<file path="config.mk">
export PLATFORM = sky130hd
export DESIGN_NAME = page_buffer_pool_replacement_core
export DESIGN_NICKNAME = d
export VERILOG_FILES = /design/src/sv/pbpr_pkg.sv /design/src/sv/pbpr_ctrl.sv /design/src/sv/pbpr_dpath.sv /design/src/sv/page_buffer_pool_replacement_core.sv
export SDC_FILE = /design/constraint.sdc
export NUM_CORES = 1
export LEC_CHECK = 0
export BUFFER_PORTS_ARGS = -buffer_cell sky130_fd_sc_hd__buf_4
export CAP_MARGIN = 20
export CORE_AREA = 2 2 232 234
export DETAILED_ROUTE_END_ITERATION = 6
export DIE_AREA = 0 0 234 236
export PLACE_DENSITY = 0.83
export SETUP_SLACK_MARGIN = 0.5
export SYNTH_ARGS = -nofsm -noshare
export SYNTH_HDL_FRONTEND = slang
export SYNTH_SLANG_ARGS = --single-unit
</file>
<file path="constraint.sdc">
create_clock -name clock -period 4.1 [get_ports clock]
set_input_delay 0.82 -clock clock [delete_from_list [all_inputs] [get_ports clock]]
set_output_delay 0.82 -clock clock [all_outputs]
set_load 0.1 [all_outputs]
</file>
<file path="src/sv/pbpr_pkg.sv">
// ---------------------------------------------------------------------------
// pbpr_pkg
// Shared types, widths and codes of the page buffer pool replacement core.
// ---------------------------------------------------------------------------
`timescale 1ns / 1ps
`default_nettype none
package pbpr_pkg;

   localparam int DEF_NUM_FRAMES = 8;
   localparam int PAGE_W   = 20;
   localparam int PIN_W    = 8;
   localparam int HIST_W   = 4;
   localparam int CNT_W    = 32;
   localparam int MODE_W   = 2;
   localparam int STATUS_W = 3;
   localparam int FRAME_W  = 3;
   localparam int REQ_W    = 3;
   localparam int CSR_IDX_W  = 1;
   localparam int CSR_DATA_W = 4;

   localparam logic [PIN_W-1:0]  PIN_MAX  = '1;
   localparam logic [HIST_W-1:0] HIST_MAX = '1;

   // request codes
   localparam logic [REQ_W-1:0] REQ_PIN   = 3'd0;
   localparam logic [REQ_W-1:0] REQ_UNPIN = 3'd1;
   localparam logic [REQ_W-1:0] REQ_DIRTY = 3'd2;
   localparam logic [REQ_W-1:0] REQ_FORCE = 3'd3;
   localparam logic [REQ_W-1:0] REQ_FLUSH = 3'd4;

   // status codes
   localparam logic [STATUS_W-1:0] ST_OK        = 3'd0;
   localparam logic [STATUS_W-1:0] ST_NOT_FOUND = 3'd1;
   localparam logic [STATUS_W-1:0] ST_NOT_PIN   = 3'd2;
   localparam logic [STATUS_W-1:0] ST_ALL_PIN   = 3'd3;
   localparam logic [STATUS_W-1:0] ST_PIN_FULL  = 3'd4;

   // policy codes
   localparam logic [MODE_W-1:0] POL_FIFO = 2'd0;
   localparam logic [MODE_W-1:0] POL_LRU  = 2'd1;
   localparam logic [MODE_W-1:0] POL_LRUK = 2'd2;

   // register indexes
   localparam logic [CSR_IDX_W-1:0] CSR_POLICY = 1'b0;
   localparam logic [CSR_IDX_W-1:0] CSR_HIST_K = 1'b1;

   typedef struct packed {
      logic [REQ_W-1:0]  req_type;
      logic [PAGE_W-1:0] page_number;
   } req_payload_type;

   typedef struct packed {
      logic [STATUS_W-1:0] status;
      logic [FRAME_W-1:0]  frame_index;
      logic                load_from_disk;
      logic                write_back;
      logic [PAGE_W-1:0]   write_back_page;
      logic [CNT_W-1:0]    read_count;
      logic [CNT_W-1:0]    write_count;
      logic                last;
   } rsp_payload_type;

   typedef struct packed {
      logic load_req;
      logic scan_en;
      logic apply;
      logic flush_emit;
   } dp_cmd_type;

   typedef struct packed {
      logic out_free;
      logic is_flush;
      logic any_dirty;
      logic flush_hit;
      logic flush_more;
   } dp_stat_type;

endpackage
`default_nettype wire

</file>
<file path="src/sv/pbpr_ctrl.sv">
// ---------------------------------------------------------------------------
// pbpr_ctrl
// Sequencer: accepts a request, walks the frame table one frame per cycle,
// then applies the update or walks the dirty frames of a flush.
// ---------------------------------------------------------------------------
`timescale 1ns / 1ps
`default_nettype none
module pbpr_ctrl
   import pbpr_pkg::*;
#(
   parameter int NUM_FRAMES = DEF_NUM_FRAMES
) (
   input  wire logic                          clock,
   input  wire logic                          reset,
   input  wire logic                          req_valid,
   output logic                               req_stall,
   input  wire dp_stat_type                   stat,
   output dp_cmd_type                         cmd,
   output logic [$clog2(NUM_FRAMES)-1:0]      idx
);
   localparam int IDX_W = $clog2(NUM_FRAMES);
   localparam logic [IDX_W-1:0] IDX_LAST = IDX_W'(NUM_FRAMES - 1);

   localparam logic [2:0] S_IDLE  = 3'd0;
   localparam logic [2:0] S_CHECK = 3'd1;
   localparam logic [2:0] S_SCAN  = 3'd2;
   localparam logic [2:0] S_APPLY = 3'd3;
   localparam logic [2:0] S_FLUSH = 3'd4;

   logic [2:0]       state_ff, state_in;
   logic [IDX_W-1:0] idx_ff, idx_in;

   assign idx       = idx_ff;
   assign req_stall = (state_ff != S_IDLE);

   // next state and commands
   always_comb begin
      state_in = state_ff;
      idx_in   = idx_ff;
      cmd      = '0;
      unique case (state_ff)
         S_IDLE: begin
            if (req_valid) begin
               cmd.load_req = 1'b1;
               idx_in       = '0;
               state_in     = S_CHECK;
            end
         end
         S_CHECK: begin
            if (stat.is_flush) begin
               state_in = stat.any_dirty ? S_FLUSH : S_APPLY;
            end else begin
               state_in = S_SCAN;
            end
         end
         S_SCAN: begin
            cmd.scan_en = 1'b1;
            if (idx_ff == IDX_LAST) begin
               idx_in   = '0;
               state_in = S_APPLY;
            end else begin
               idx_in = idx_ff + 1'b1;
            end
         end
         S_APPLY: begin
            if (stat.out_free) begin
               cmd.apply = 1'b1;
               state_in  = S_IDLE;
            end
         end
         S_FLUSH: begin
            if (stat.flush_hit) begin
               if (stat.out_free) begin
                  cmd.flush_emit = 1'b1;
                  if (stat.flush_more) begin
                     idx_in = idx_ff + 1'b1;
                  end else begin
                     idx_in   = '0;
                     state_in = S_IDLE;
                  end
               end
            end else begin
               idx_in = idx_ff + 1'b1;
            end
         end
         default: begin
            state_in = S_IDLE;
         end
      endcase
   end

   always_ff @(posedge clock) begin
      if (reset) begin
         state_ff <= S_IDLE;
         idx_ff   <= '0;
      end else begin
         state_ff <= state_in;
         idx_ff   <= idx_in;
      end
   end

endmodule
`default_nettype wire

</file>
<file path="src/sv/pbpr_dpath.sv">
// ---------------------------------------------------------------------------
// pbpr_dpath
// Frame table, scan accumulators, update logic, IO counters and the
// result register.
// ---------------------------------------------------------------------------
`timescale 1ns / 1ps
`default_nettype none
module pbpr_dpath
   import pbpr_pkg::*;
#(
   parameter int NUM_FRAMES = DEF_NUM_FRAMES
) (
   input  wire logic                          clock,
   input  wire logic                          reset,
   input  wire req_payload_type               req_data,
   input  wire logic                          csr_write_en,
   input  wire logic [CSR_IDX_W-1:0]          csr_index,
   input  wire logic [CSR_DATA_W-1:0]         csr_write_data,
   input  wire dp_cmd_type                    cmd,
   input  wire logic [$clog2(NUM_FRAMES)-1:0] idx,
   output dp_stat_type                        stat,
   output logic                               rsp_valid,
   input  wire logic                          rsp_stall,
   output rsp_payload_type                    rsp_data
);
   localparam int IDX_W  = $clog2(NUM_FRAMES);
   localparam int UCNT_W = $clog2(NUM_FRAMES + 1);

   typedef struct packed {
      logic              found;
      logic [IDX_W-1:0]  fidx;
      logic [IDX_W-1:0]  rank;
      logic [HIST_W-1:0] hist;
      logic [PIN_W-1:0]  pin;
      logic              dirty;
   } cand_type;

   // configuration
   logic [MODE_W-1:0] mode_ff;
   logic [HIST_W-1:0] hist_k_ff;

   // frame table
   logic [PAGE_W-1:0] page_ff  [NUM_FRAMES];
   logic [PAGE_W-1:0] page_in  [NUM_FRAMES];
   logic [IDX_W-1:0]  rank_ff  [NUM_FRAMES];
   logic [IDX_W-1:0]  rank_in  [NUM_FRAMES];
   logic [PIN_W-1:0]  pin_ff   [NUM_FRAMES];
   logic [PIN_W-1:0]  pin_in   [NUM_FRAMES];
   logic [HIST_W-1:0] hist_ff  [NUM_FRAMES];
   logic [HIST_W-1:0] hist_in  [NUM_FRAMES];
   logic [NUM_FRAMES-1:0] used_ff, used_in, dirty_ff, dirty_in;

   logic [CNT_W-1:0] reads_ff, reads_in, writes_ff, writes_in;

   // latched request and scan results
   req_payload_type   rq_ff;
   cand_type          hit_ff, hit_in, vic_ff, vic_in, ka_ff, ka_in, kb_ff, kb_in;
   logic              free_ff, free_in;
   logic [IDX_W-1:0]  free_idx_ff, free_idx_in;
   logic [UCNT_W-1:0] ucnt_ff, ucnt_in;

   // result register
   logic            out_valid_ff, out_valid_in;
   rsp_payload_type out_ff, out_in;

   logic     is_lru, is_lruk, out_free, cur_unp;
   cand_type cur;

   assign is_lru  = (mode_ff == POL_LRU) || (mode_ff == POL_LRUK);
   assign is_lruk = (mode_ff == POL_LRUK);
   assign out_free = !out_valid_ff || !rsp_stall;

   // current frame of the walk
   always_comb begin
      cur.found = 1'b1;
      cur.fidx  = idx;
      cur.rank  = rank_ff[idx];
      cur.hist  = hist_ff[idx];
      cur.pin   = pin_ff[idx];
      cur.dirty = dirty_ff[idx];
      cur_unp   = used_ff[idx] && (pin_ff[idx] == '0);
   end

   // status toward the sequencer
   always_comb begin
      stat.out_free   = out_free;
      stat.is_flush   = (rq_ff.req_type == REQ_FLUSH);
      stat.any_dirty  = |(used_ff & dirty_ff);
      stat.flush_hit  = used_ff[idx] && dirty_ff[idx];
      stat.flush_more = 1'b0;
      for (int i = 0; i < NUM_FRAMES; i++) begin
         if (IDX_W'(i) > idx && used_ff[i] && dirty_ff[i]) begin
            stat.flush_more = 1'b1;
         end
      end
   end

   // accumulate hit, free frame and victim candidates over the walk
   always_comb begin
      hit_in      = hit_ff;
      vic_in      = vic_ff;
      ka_in       = ka_ff;
      kb_in       = kb_ff;
      free_in     = free_ff;
      free_idx_in = free_idx_ff;
      ucnt_in     = ucnt_ff;
      if (cmd.load_req) begin
         hit_in  = '0;
         vic_in  = '0;
         ka_in   = '0;
         kb_in   = '0;
         free_in = 1'b0;
         ucnt_in = '0;
      end else if (cmd.scan_en) begin
         ucnt_in = ucnt_ff + UCNT_W'(used_ff[idx]);
         if (!hit_ff.found && used_ff[idx] && page_ff[idx] == rq_ff.page_number) begin
            hit_in = cur;
         end
         if (!free_ff && !used_ff[idx]) begin
            free_in     = 1'b1;
            free_idx_in = idx;
         end
         if (cur_unp && (!vic_ff.found ||
                         (is_lru ? cur.rank > vic_ff.rank : cur.rank < vic_ff.rank))) begin
            vic_in = cur;
         end
         if (cur_unp && cur.hist < hist_k_ff && (!ka_ff.found || cur.rank > ka_ff.rank)) begin
            ka_in = cur;
         end
         if (cur_unp && (!kb_ff.found || cur.hist < kb_ff.hist ||
                         (cur.hist == kb_ff.hist && cur.rank > kb_ff.rank))) begin
            kb_in = cur;
         end
      end
   end

   // apply the request to the frame table and build the result
   always_comb begin
      cand_type          vict;
      logic [IDX_W-1:0]  f;
      logic              evict, move;
      logic [HIST_W-1:0] hnew;

      page_in   = page_ff;
      rank_in   = rank_ff;
      pin_in    = pin_ff;
      hist_in   = hist_ff;
      used_in   = used_ff;
      dirty_in  = dirty_ff;
      reads_in  = reads_ff;
      writes_in = writes_ff;
      out_in    = out_ff;
      vict      = is_lruk ? (ka_ff.found ? ka_ff : kb_ff) : vic_ff;
      evict     = !free_ff;
      f         = free_ff ? free_idx_ff : vict.fidx;
      hnew      = (hit_ff.hist == HIST_MAX) ? HIST_MAX : hit_ff.hist + 1'b1;
      move      = (mode_ff == POL_LRU) || (is_lruk && hnew >= hist_k_ff);

      if (cmd.apply) begin
         out_in        = '0;
         out_in.status = ST_OK;
         out_in.last   = 1'b1;
         case (rq_ff.req_type)
            REQ_PIN: begin
               if (hit_ff.found) begin
                  if (hit_ff.pin == PIN_MAX) begin
                     out_in.status = ST_PIN_FULL;
                  end else begin
                     // count the pin, refresh recency
                     if (move) begin
                        for (int i = 0; i < NUM_FRAMES; i++) begin
                           if (IDX_W'(i) != hit_ff.fidx && used_ff[i] &&
                               rank_ff[i] < hit_ff.rank) begin
                              rank_in[i] = rank_ff[i] + 1'b1;
                           end
                        end
                        rank_in[hit_ff.fidx] = '0;
                     end
                     if (is_lruk) begin
                        hist_in[hit_ff.fidx] = move ? '0 : hnew;
                     end
                     pin_in[hit_ff.fidx] = hit_ff.pin + 1'b1;
                     out_in.frame_index  = FRAME_W'(hit_ff.fidx);
                  end
               end else if (free_ff || vict.found) begin
                  // drop the victim, if any, from the order, then insert the new page
                  for (int i = 0; i < NUM_FRAMES; i++) begin
                     if (IDX_W'(i) != f && used_ff[i]) begin
                        rank_in[i] = rank_ff[i] - IDX_W'(evict && rank_ff[i] > vict.rank)
                                     + IDX_W'(is_lru);
                     end
                  end
                  rank_in[f]  = is_lru ? '0 : IDX_W'(ucnt_ff - UCNT_W'(evict));
                  page_in[f]  = rq_ff.page_number;
                  hist_in[f]  = '0;
                  dirty_in[f] = 1'b0;
                  pin_in[f]   = PIN_W'(1);
                  used_in[f]  = 1'b1;
                  reads_in    = reads_ff + 1'b1;
                  if (evict && vict.dirty) begin
                     writes_in              = writes_ff + 1'b1;
                     out_in.write_back      = 1'b1;
                     out_in.write_back_page = page_ff[f];
                  end
                  out_in.frame_index    = FRAME_W'(f);
                  out_in.load_from_disk = 1'b1;
               end else begin
                  out_in.status = ST_ALL_PIN;
               end
            end
            REQ_UNPIN: begin
               if (!hit_ff.found) begin
                  out_in.status = ST_NOT_FOUND;
               end else if (hit_ff.pin == '0) begin
                  out_in.status = ST_NOT_PIN;
               end else begin
                  pin_in[hit_ff.fidx] = hit_ff.pin - 1'b1;
                  out_in.frame_index  = FRAME_W'(hit_ff.fidx);
               end
            end
            REQ_DIRTY: begin
               if (!hit_ff.found) begin
                  out_in.status = ST_NOT_FOUND;
               end else begin
                  dirty_in[hit_ff.fidx] = 1'b1;
                  out_in.frame_index    = FRAME_W'(hit_ff.fidx);
               end
            end
            REQ_FORCE: begin
               if (!hit_ff.found) begin
                  out_in.status = ST_NOT_FOUND;
               end else begin
                  out_in.frame_index = FRAME_W'(hit_ff.fidx);
                  if (hit_ff.dirty) begin
                     dirty_in[hit_ff.fidx]  = 1'b0;
                     writes_in              = writes_ff + 1'b1;
                     out_in.write_back      = 1'b1;
                     out_in.write_back_page = rq_ff.page_number;
                  end
               end
            end
            default: begin
               // empty flush and unknown requests answer plain ok
            end
         endcase
         out_in.read_count  = reads_in;
         out_in.write_count = writes_in;
      end else if (cmd.flush_emit) begin
         // write back one dirty frame of a flush
         dirty_in[idx]          = 1'b0;
         writes_in              = writes_ff + 1'b1;
         out_in                 = '0;
         out_in.status          = ST_OK;
         out_in.frame_index     = FRAME_W'(idx);
         out_in.write_back      = 1'b1;
         out_in.write_back_page = page_ff[idx];
         out_in.read_count      = reads_ff;
         out_in.write_count     = writes_in;
         out_in.last            = !stat.flush_more;
      end
   end

   // hold the result until taken
   always_comb begin
      if (cmd.apply || cmd.flush_emit) begin
         out_valid_in = 1'b1;
      end else begin
         out_valid_in = out_valid_ff && rsp_stall;
      end
   end

   assign rsp_valid = out_valid_ff;
   assign rsp_data  = out_ff;

   // control state and counters
   always_ff @(posedge clock) begin
      if (reset) begin
         mode_ff      <= POL_FIFO;
         hist_k_ff    <= HIST_W'(1);
         used_ff      <= '0;
         dirty_ff     <= '0;
         reads_ff     <= '0;
         writes_ff    <= '0;
         out_valid_ff <= 1'b0;
         for (int i = 0; i < NUM_FRAMES; i++) begin
            pin_ff[i]  <= '0;
            hist_ff[i] <= '0;
         end
      end else begin
         if (csr_write_en) begin
            unique case (csr_index)
               CSR_POLICY: mode_ff   <= csr_write_data[MODE_W-1:0];
               CSR_HIST_K: hist_k_ff <= csr_write_data[HIST_W-1:0];
               default:    mode_ff   <= mode_ff;
            endcase
         end
         used_ff      <= used_in;
         dirty_ff     <= dirty_in;
         reads_ff     <= reads_in;
         writes_ff    <= writes_in;
         out_valid_ff <= out_valid_in;
         pin_ff       <= pin_in;
         hist_ff      <= hist_in;
      end
   end

   // payload registers
   always_ff @(posedge clock) begin
      if (cmd.load_req) begin
         rq_ff <= req_data;
      end
      page_ff     <= page_in;
      rank_ff     <= rank_in;
      hit_ff      <= hit_in;
      vic_ff      <= vic_in;
      ka_ff       <= ka_in;
      kb_ff       <= kb_in;
      free_ff     <= free_in;
      free_idx_ff <= free_idx_in;
      ucnt_ff     <= ucnt_in;
      out_ff      <= out_in;
   end

endmodule
`default_nettype wire

</file>
<file path="src/sv/page_buffer_pool_replacement_core.sv">
// ---------------------------------------------------------------------------
// page_buffer_pool_replacement_core
// Frame table of a page buffer pool with FIFO, LRU and LRU-K replacement.
// ---------------------------------------------------------------------------
//  Channel  | Direction | Handshake           | Payload
//  req_     | in        | req_valid/req_stall | req_payload_type
//  rsp_     | out       | rsp_valid/rsp_stall | rsp_payload_type
//  csr_     | in        | csr_write_en        | csr_index, csr_write_data
//
//  Steps: a request is accepted, decoded, walked through the table one frame
//  per cycle, then applied once the output register is free. Flush all walks
//  the frames up to the last dirty one, one result per dirty frame, and waits
//  while the output register stalls; with nothing dirty it answers plain ok.
//  Reset is synchronous and clears all control state; no clearing pass.
//  A result waits in the output register while the next request is accepted.
// ---------------------------------------------------------------------------
`timescale 1ns / 1ps
`default_nettype none
module page_buffer_pool_replacement_core
   import pbpr_pkg::*;
#(
   parameter int NUM_FRAMES = DEF_NUM_FRAMES
) (
   input  wire logic                  clock,
   input  wire logic                  reset,
   input  wire logic                  req_valid,
   output logic                       req_stall,
   input  wire req_payload_type       req_data,
   output logic                       rsp_valid,
   input  wire logic                  rsp_stall,
   output rsp_payload_type            rsp_data,
   input  wire logic                  csr_write_en,
   input  wire logic [CSR_IDX_W-1:0]  csr_index,
   input  wire logic [CSR_DATA_W-1:0] csr_write_data
);
   dp_cmd_type                      cmd;
   dp_stat_type                     stat;
   logic [$clog2(NUM_FRAMES)-1:0]   idx;

   pbpr_ctrl #(.NUM_FRAMES(NUM_FRAMES)) u_ctrl (
      .clock     (clock),
      .reset     (reset),
      .req_valid (req_valid),
      .req_stall (req_stall),
      .stat      (stat),
      .cmd       (cmd),
      .idx       (idx)
   );

   pbpr_dpath #(.NUM_FRAMES(NUM_FRAMES)) u_dpath (
      .clock          (clock),
      .reset          (reset),
      .req_data       (req_data),
      .csr_write_en   (csr_write_en),
      .csr_index      (csr_index),
      .csr_write_data (csr_write_data),
      .cmd            (cmd),
      .idx            (idx),
      .stat           (stat),
      .rsp_valid      (rsp_valid),
      .rsp_stall      (rsp_stall),
      .rsp_data       (rsp_data)
   );

endmodule
`default_nettype wire

</file>
==> impl_metrics.yaml <==
outcome:
  outcome: "complete, but fails checks"
  failed_checks: "design-rule violations"
clock_tree:
  cts_tree: "done"
  root_buffer: "clkbuf_16"
  clockBufferDepth: 3
  cts_buffers: 56
  cts_max_level: 2
  clk_pin_slew_ns: 0.06
  clkSinkCount: 544
  clk_latency_ns: 0.65
die:
  boundaryPins: 128
  die_h_um: 236
  die_w_um: 234
  die-area_sq_um: 55200
  initial_core_util: 0.543
  core_area_sq_um: 53100
  rows: 85
timing:
  tns_ns: 0
  finalCritPeriodShare: 0.878
  relSlewSlack: 0.172
  max_freq_mhz: 278
  final_max_slew_viol_count: 0
  timing.final.hold_violations: 0
  setup_viol: 0
  worst_pin_slew_ns: 1.24
  fin_crit_ns: 3.60
  rsz0062_at_grt: "yes"
  clock_skew_ns: 0.0407
power:
  internal_power_mw: 9.21
  pwr-share-seq: 0.473
  peakVddDrop_uv: 480
  p_total_mw: 12.4
  clkPwrFrac: 0.418
  p_switching_mw: 3.23
  power.density_nw_per_um2: 379
  combPwrFrac: 0.109
  swShare: 0.260
  cellLeakagePower_nw: 12.2
critical_path:
  crit_required_ns: 4.43
  cp-start-kind: "register"
  path_class: "reg2reg"
  r2r_slack_ns: 0.50
  reg2reg_to: "u_dpath.rank_ff[20]"
  worstSetupEndpointType: "register"
  critPathMaxFanout: 8
  r2r_cells: 15
  arrival_ns: 3.93
  r2r-start: "u_dpath.mode_ff[0]"
flow_run:
  maxCapViolations: 0
logic_synthesis:
  synth_area_sq_um: 28800
  ys_warn_count: 0
  synth_nets: 3110
  synth_seq_area_share: 0.483
  synth_edf_count: 302
  synthCells: 2970
  ys_ff_latch: 544
  synth_cell_type_count: 93
  synth_area_per_cell_sq_um: 9.70
  synthArstFlopShare: 0
  synthFlopType: "edfxtp_1"
finish:
  drive_gt1_frac: 0.147
  final_nets: 3202
  areaGrowthSynthToFinish_pct: 13.9
  antennaDiodeCount: 0
routing:
  vias_per_cell: 6.55
  ant_nets: 0
  wl_um: 85900
  num_vias: 24885
  drt_iter0_drc: 3345
  wl_per_cell_um: 22.6
  drt_pass1_iterations: 7
  drc: 12
place:
  io_buffers: 127
  hpwlAfterDp_um: 56000
  gp_congestion: 0.959
hold_path:
  min_path_cells: 1
  hp-class: "in2reg"
  hold_end: "u_dpath.rq_ff[12]"
  hold_start: "req_data[12]"
global_route:
  grt_util_all_layers: 0.300
  antenna_found_initial: 0
  grt_pass1_vias: 23949
  grt-ovfl-total: 0
  grt_pass1_wl_um: 131000
  grt_max_degree: 81
==> state kept, by name (all words and copies together), names as in the netlist, 12 cells and up <==
| signal | flops |
|---|---|
| u_dpath.hist_ff | 32 |
| u_dpath.reads_ff | 32 |
| u_dpath.kb_ff | 12 |
| u_dpath.page_ff | 160 |
| u_dpath.writes_ff | 32 |
| u_dpath.rank_ff | 24 |
| u_dpath.pin_ff | 64 |
| u_dpath.hit_ff | 20 |
| u_dpath.rq_ff | 23 |
| u_dpath.rsp_data | 93 |
==> worst max-delay path by stage <==
stage,slack (ns),to,startpoint,depth (start not counted)
after floorplan,0.52,u_dpath.rsp_data[10],u_ctrl.idx[1],7
after global placement,0.45,u_dpath.hit_ff[1],u_ctrl.idx[1],9
after detailed placement,0.37,u_dpath.rank_ff[8],u_dpath.mode_ff[0],15
after CTS,0.50,u_dpath.rank_ff[8],u_dpath.mode_ff[0],16
after global routing,0.39,u_dpath.rank_ff[14],u_dpath.mode_ff[0],16
final,0.50,u_dpath.rank_ff[20],u_dpath.mode_ff[0],15
==> cells in the final DEF (no fill, tap or decap), types with 12 or more instances in the layout <==
cell type  instances
xnor2_1           51
o21ai_0          152
and2_1            13
a22o_1            17
nor3_1            30
a31oi_1           41
nand4_1           19
o211ai_1          48
a221oi_1          27
a221o_1           16
o221ai_1          19
a32oi_1           26
ha_1              92
nand2_1          405
nor4_1            12
buf_12            13
xor2_1            52
edfxtp_1         302
and3_1            21
o22ai_1           41
nor2b_1           17
mux4_2            20
nand3_1          101
a22oi_1           71
a21oi_1          128
clkbuf_1          14
nand2b_1          15
mux2i_1           93
a21o_1            15
a211oi_1          17
inv_1            102
a211o_1           12
dfxtp_1          236
or3_1             22
mux2_2            23
clkbuf_16         57
buf_4            218
nor2_1           311
==> layout make-up <==
class | count | area (sq um)
inverter | 109 | 417
timing repair buffer | 236 | 1960
clock inverter | 30 | 382
fill | 4069 | 20300
tap | 696 | 871
clock buffer | 71 | 1480
multi-input combinational | 2115 | 13800
sequential | 544 | 13900
==> what timing repair did <==
| item | CTS | global route |
|---|---|---|
| buffers inserted | 0 | 14 |
| pin swaps | 0 | 11 |
| setup endpoints to repair | 9 | 175 |
| endpoints found under the hold margin | 0 | 0 |
| hold buffers | 0 | 0 |
| gates cloned | 0 | 1 |
| resized for setup | 4 | 21 |
==> worst max-delay path, stage by stage, from the launching register on <==
cell and delay [ns]:
dfxtp_2 0.35, inv_2 0.05, ha_4 0.19, o21ai_4 0.43, ha_1 0.35, a21o_1 0.18
a21oi_1 0.15, a311oi_1 0.07, ha_1 0.28, inv_1 0.04, ha_1 0.19, fa_1 0.38
xor2_1 0.19, xnor2_1 0.14, a31oi_1 0.20, o22ai_1 0.11
==> Yosys cell counts (all sizes together) (6+ instances only) <==
library cell | instances | share of area
xnor2 | 51 | 0.016
nand3b | 8 | 0.0021
o211ai | 49 | 0.013
a22o | 17 | 0.0052
nor2b | 18 | 0.0039
a21oi | 132 | 0.023
nand2b | 15 | 0.0033
a32oi | 26 | 0.0079
o21ai | 164 | 0.029
a311oi | 10 | 0.0030
nor3 | 32 | 0.0061
dfxtp | 242 | 0.17
mux4 | 20 | 0.016
and3 | 24 | 0.0053
a21o | 15 | 0.0039
fa | 8 | 0.0056
buf | 45 | 0.010
nand3 | 101 | 0.018
a22oi | 71 | 0.019
a221o | 16 | 0.0056
o21a | 8 | 0.0021
clkbuf | 158 | 0.022
a21boi | 10 | 0.0026
nor4 | 15 | 0.0040
o22ai | 42 | 0.0091
a211oi | 22 | 0.0066
mux2 | 28 | 0.011
nor2 | 322 | 0.042
a31oi | 41 | 0.0089
edfxtp | 302 | 0.31
o221ai | 20 | 0.0063
a221oi | 29 | 0.0093
xor2 | 52 | 0.016
nor3b | 7 | 0.0018
nand4b | 9 | 0.0027
or3 | 26 | 0.0061
mux2i | 93 | 0.032
inv | 107 | 0.014
ha | 99 | 0.043
or3b | 6 | 0.0018
or2 | 11 | 0.0024
nand4 | 20 | 0.0046
nand2 | 407 | 0.053
a211o | 12 | 0.0036
and2 | 13 | 0.0028
==> through the flow <==
stage	cells	util	hold slack, ns	instance area, sq um	setup WS (ns)
2_1_floorplan	2970	-	0.427	28800	0.518
3_3_place_gp	3683	0.577	0.442	30600	0.454
3_5_place_dp	3683	0.577	0.446	30600	0.373
4_1_cts	3784	0.612	0.327	32500	0.498
5_1_grt	3801	0.618	0.337	32800	0.386
6_report	3801	0.618	0.346	32800	0.500
==> cells by family (layout without fill, tap and decap cells) <==
kind of cell	Yosys count	count (layout)	synth area share
compound gates	716	717	0.168
xor+xnor	103	103	0.0313
buf+inv	312	446	0.0461
mux	141	141	0.0591
simple gates	1047	1047	0.164
fa+ha+maj	107	107	0.0486
flops	544	544	0.483
==> per-layer routing <==
layer	wire length (um)	global-route usage
met5	0	0
met4	4860	0.154
met3	9830	0.0681
met2	38800	0.469
met1	32300	0.390
==> power by group through the flow <==
stage | Sequential, mW | Combinational (mW) | Clock [mW]
CTS | 5.88 | 1.30 | 5.23
global placement | 5.99 | 1.24 | 0
detailed placement | 5.99 | 1.29 | 0
floorplan | 6.03 | 0.839 | 0
global route | 5.88 | 1.44 | 5.46
finish | 5.88 | 1.36 | 5.20
No activity file was read; power rests on OpenSTA's default activity.
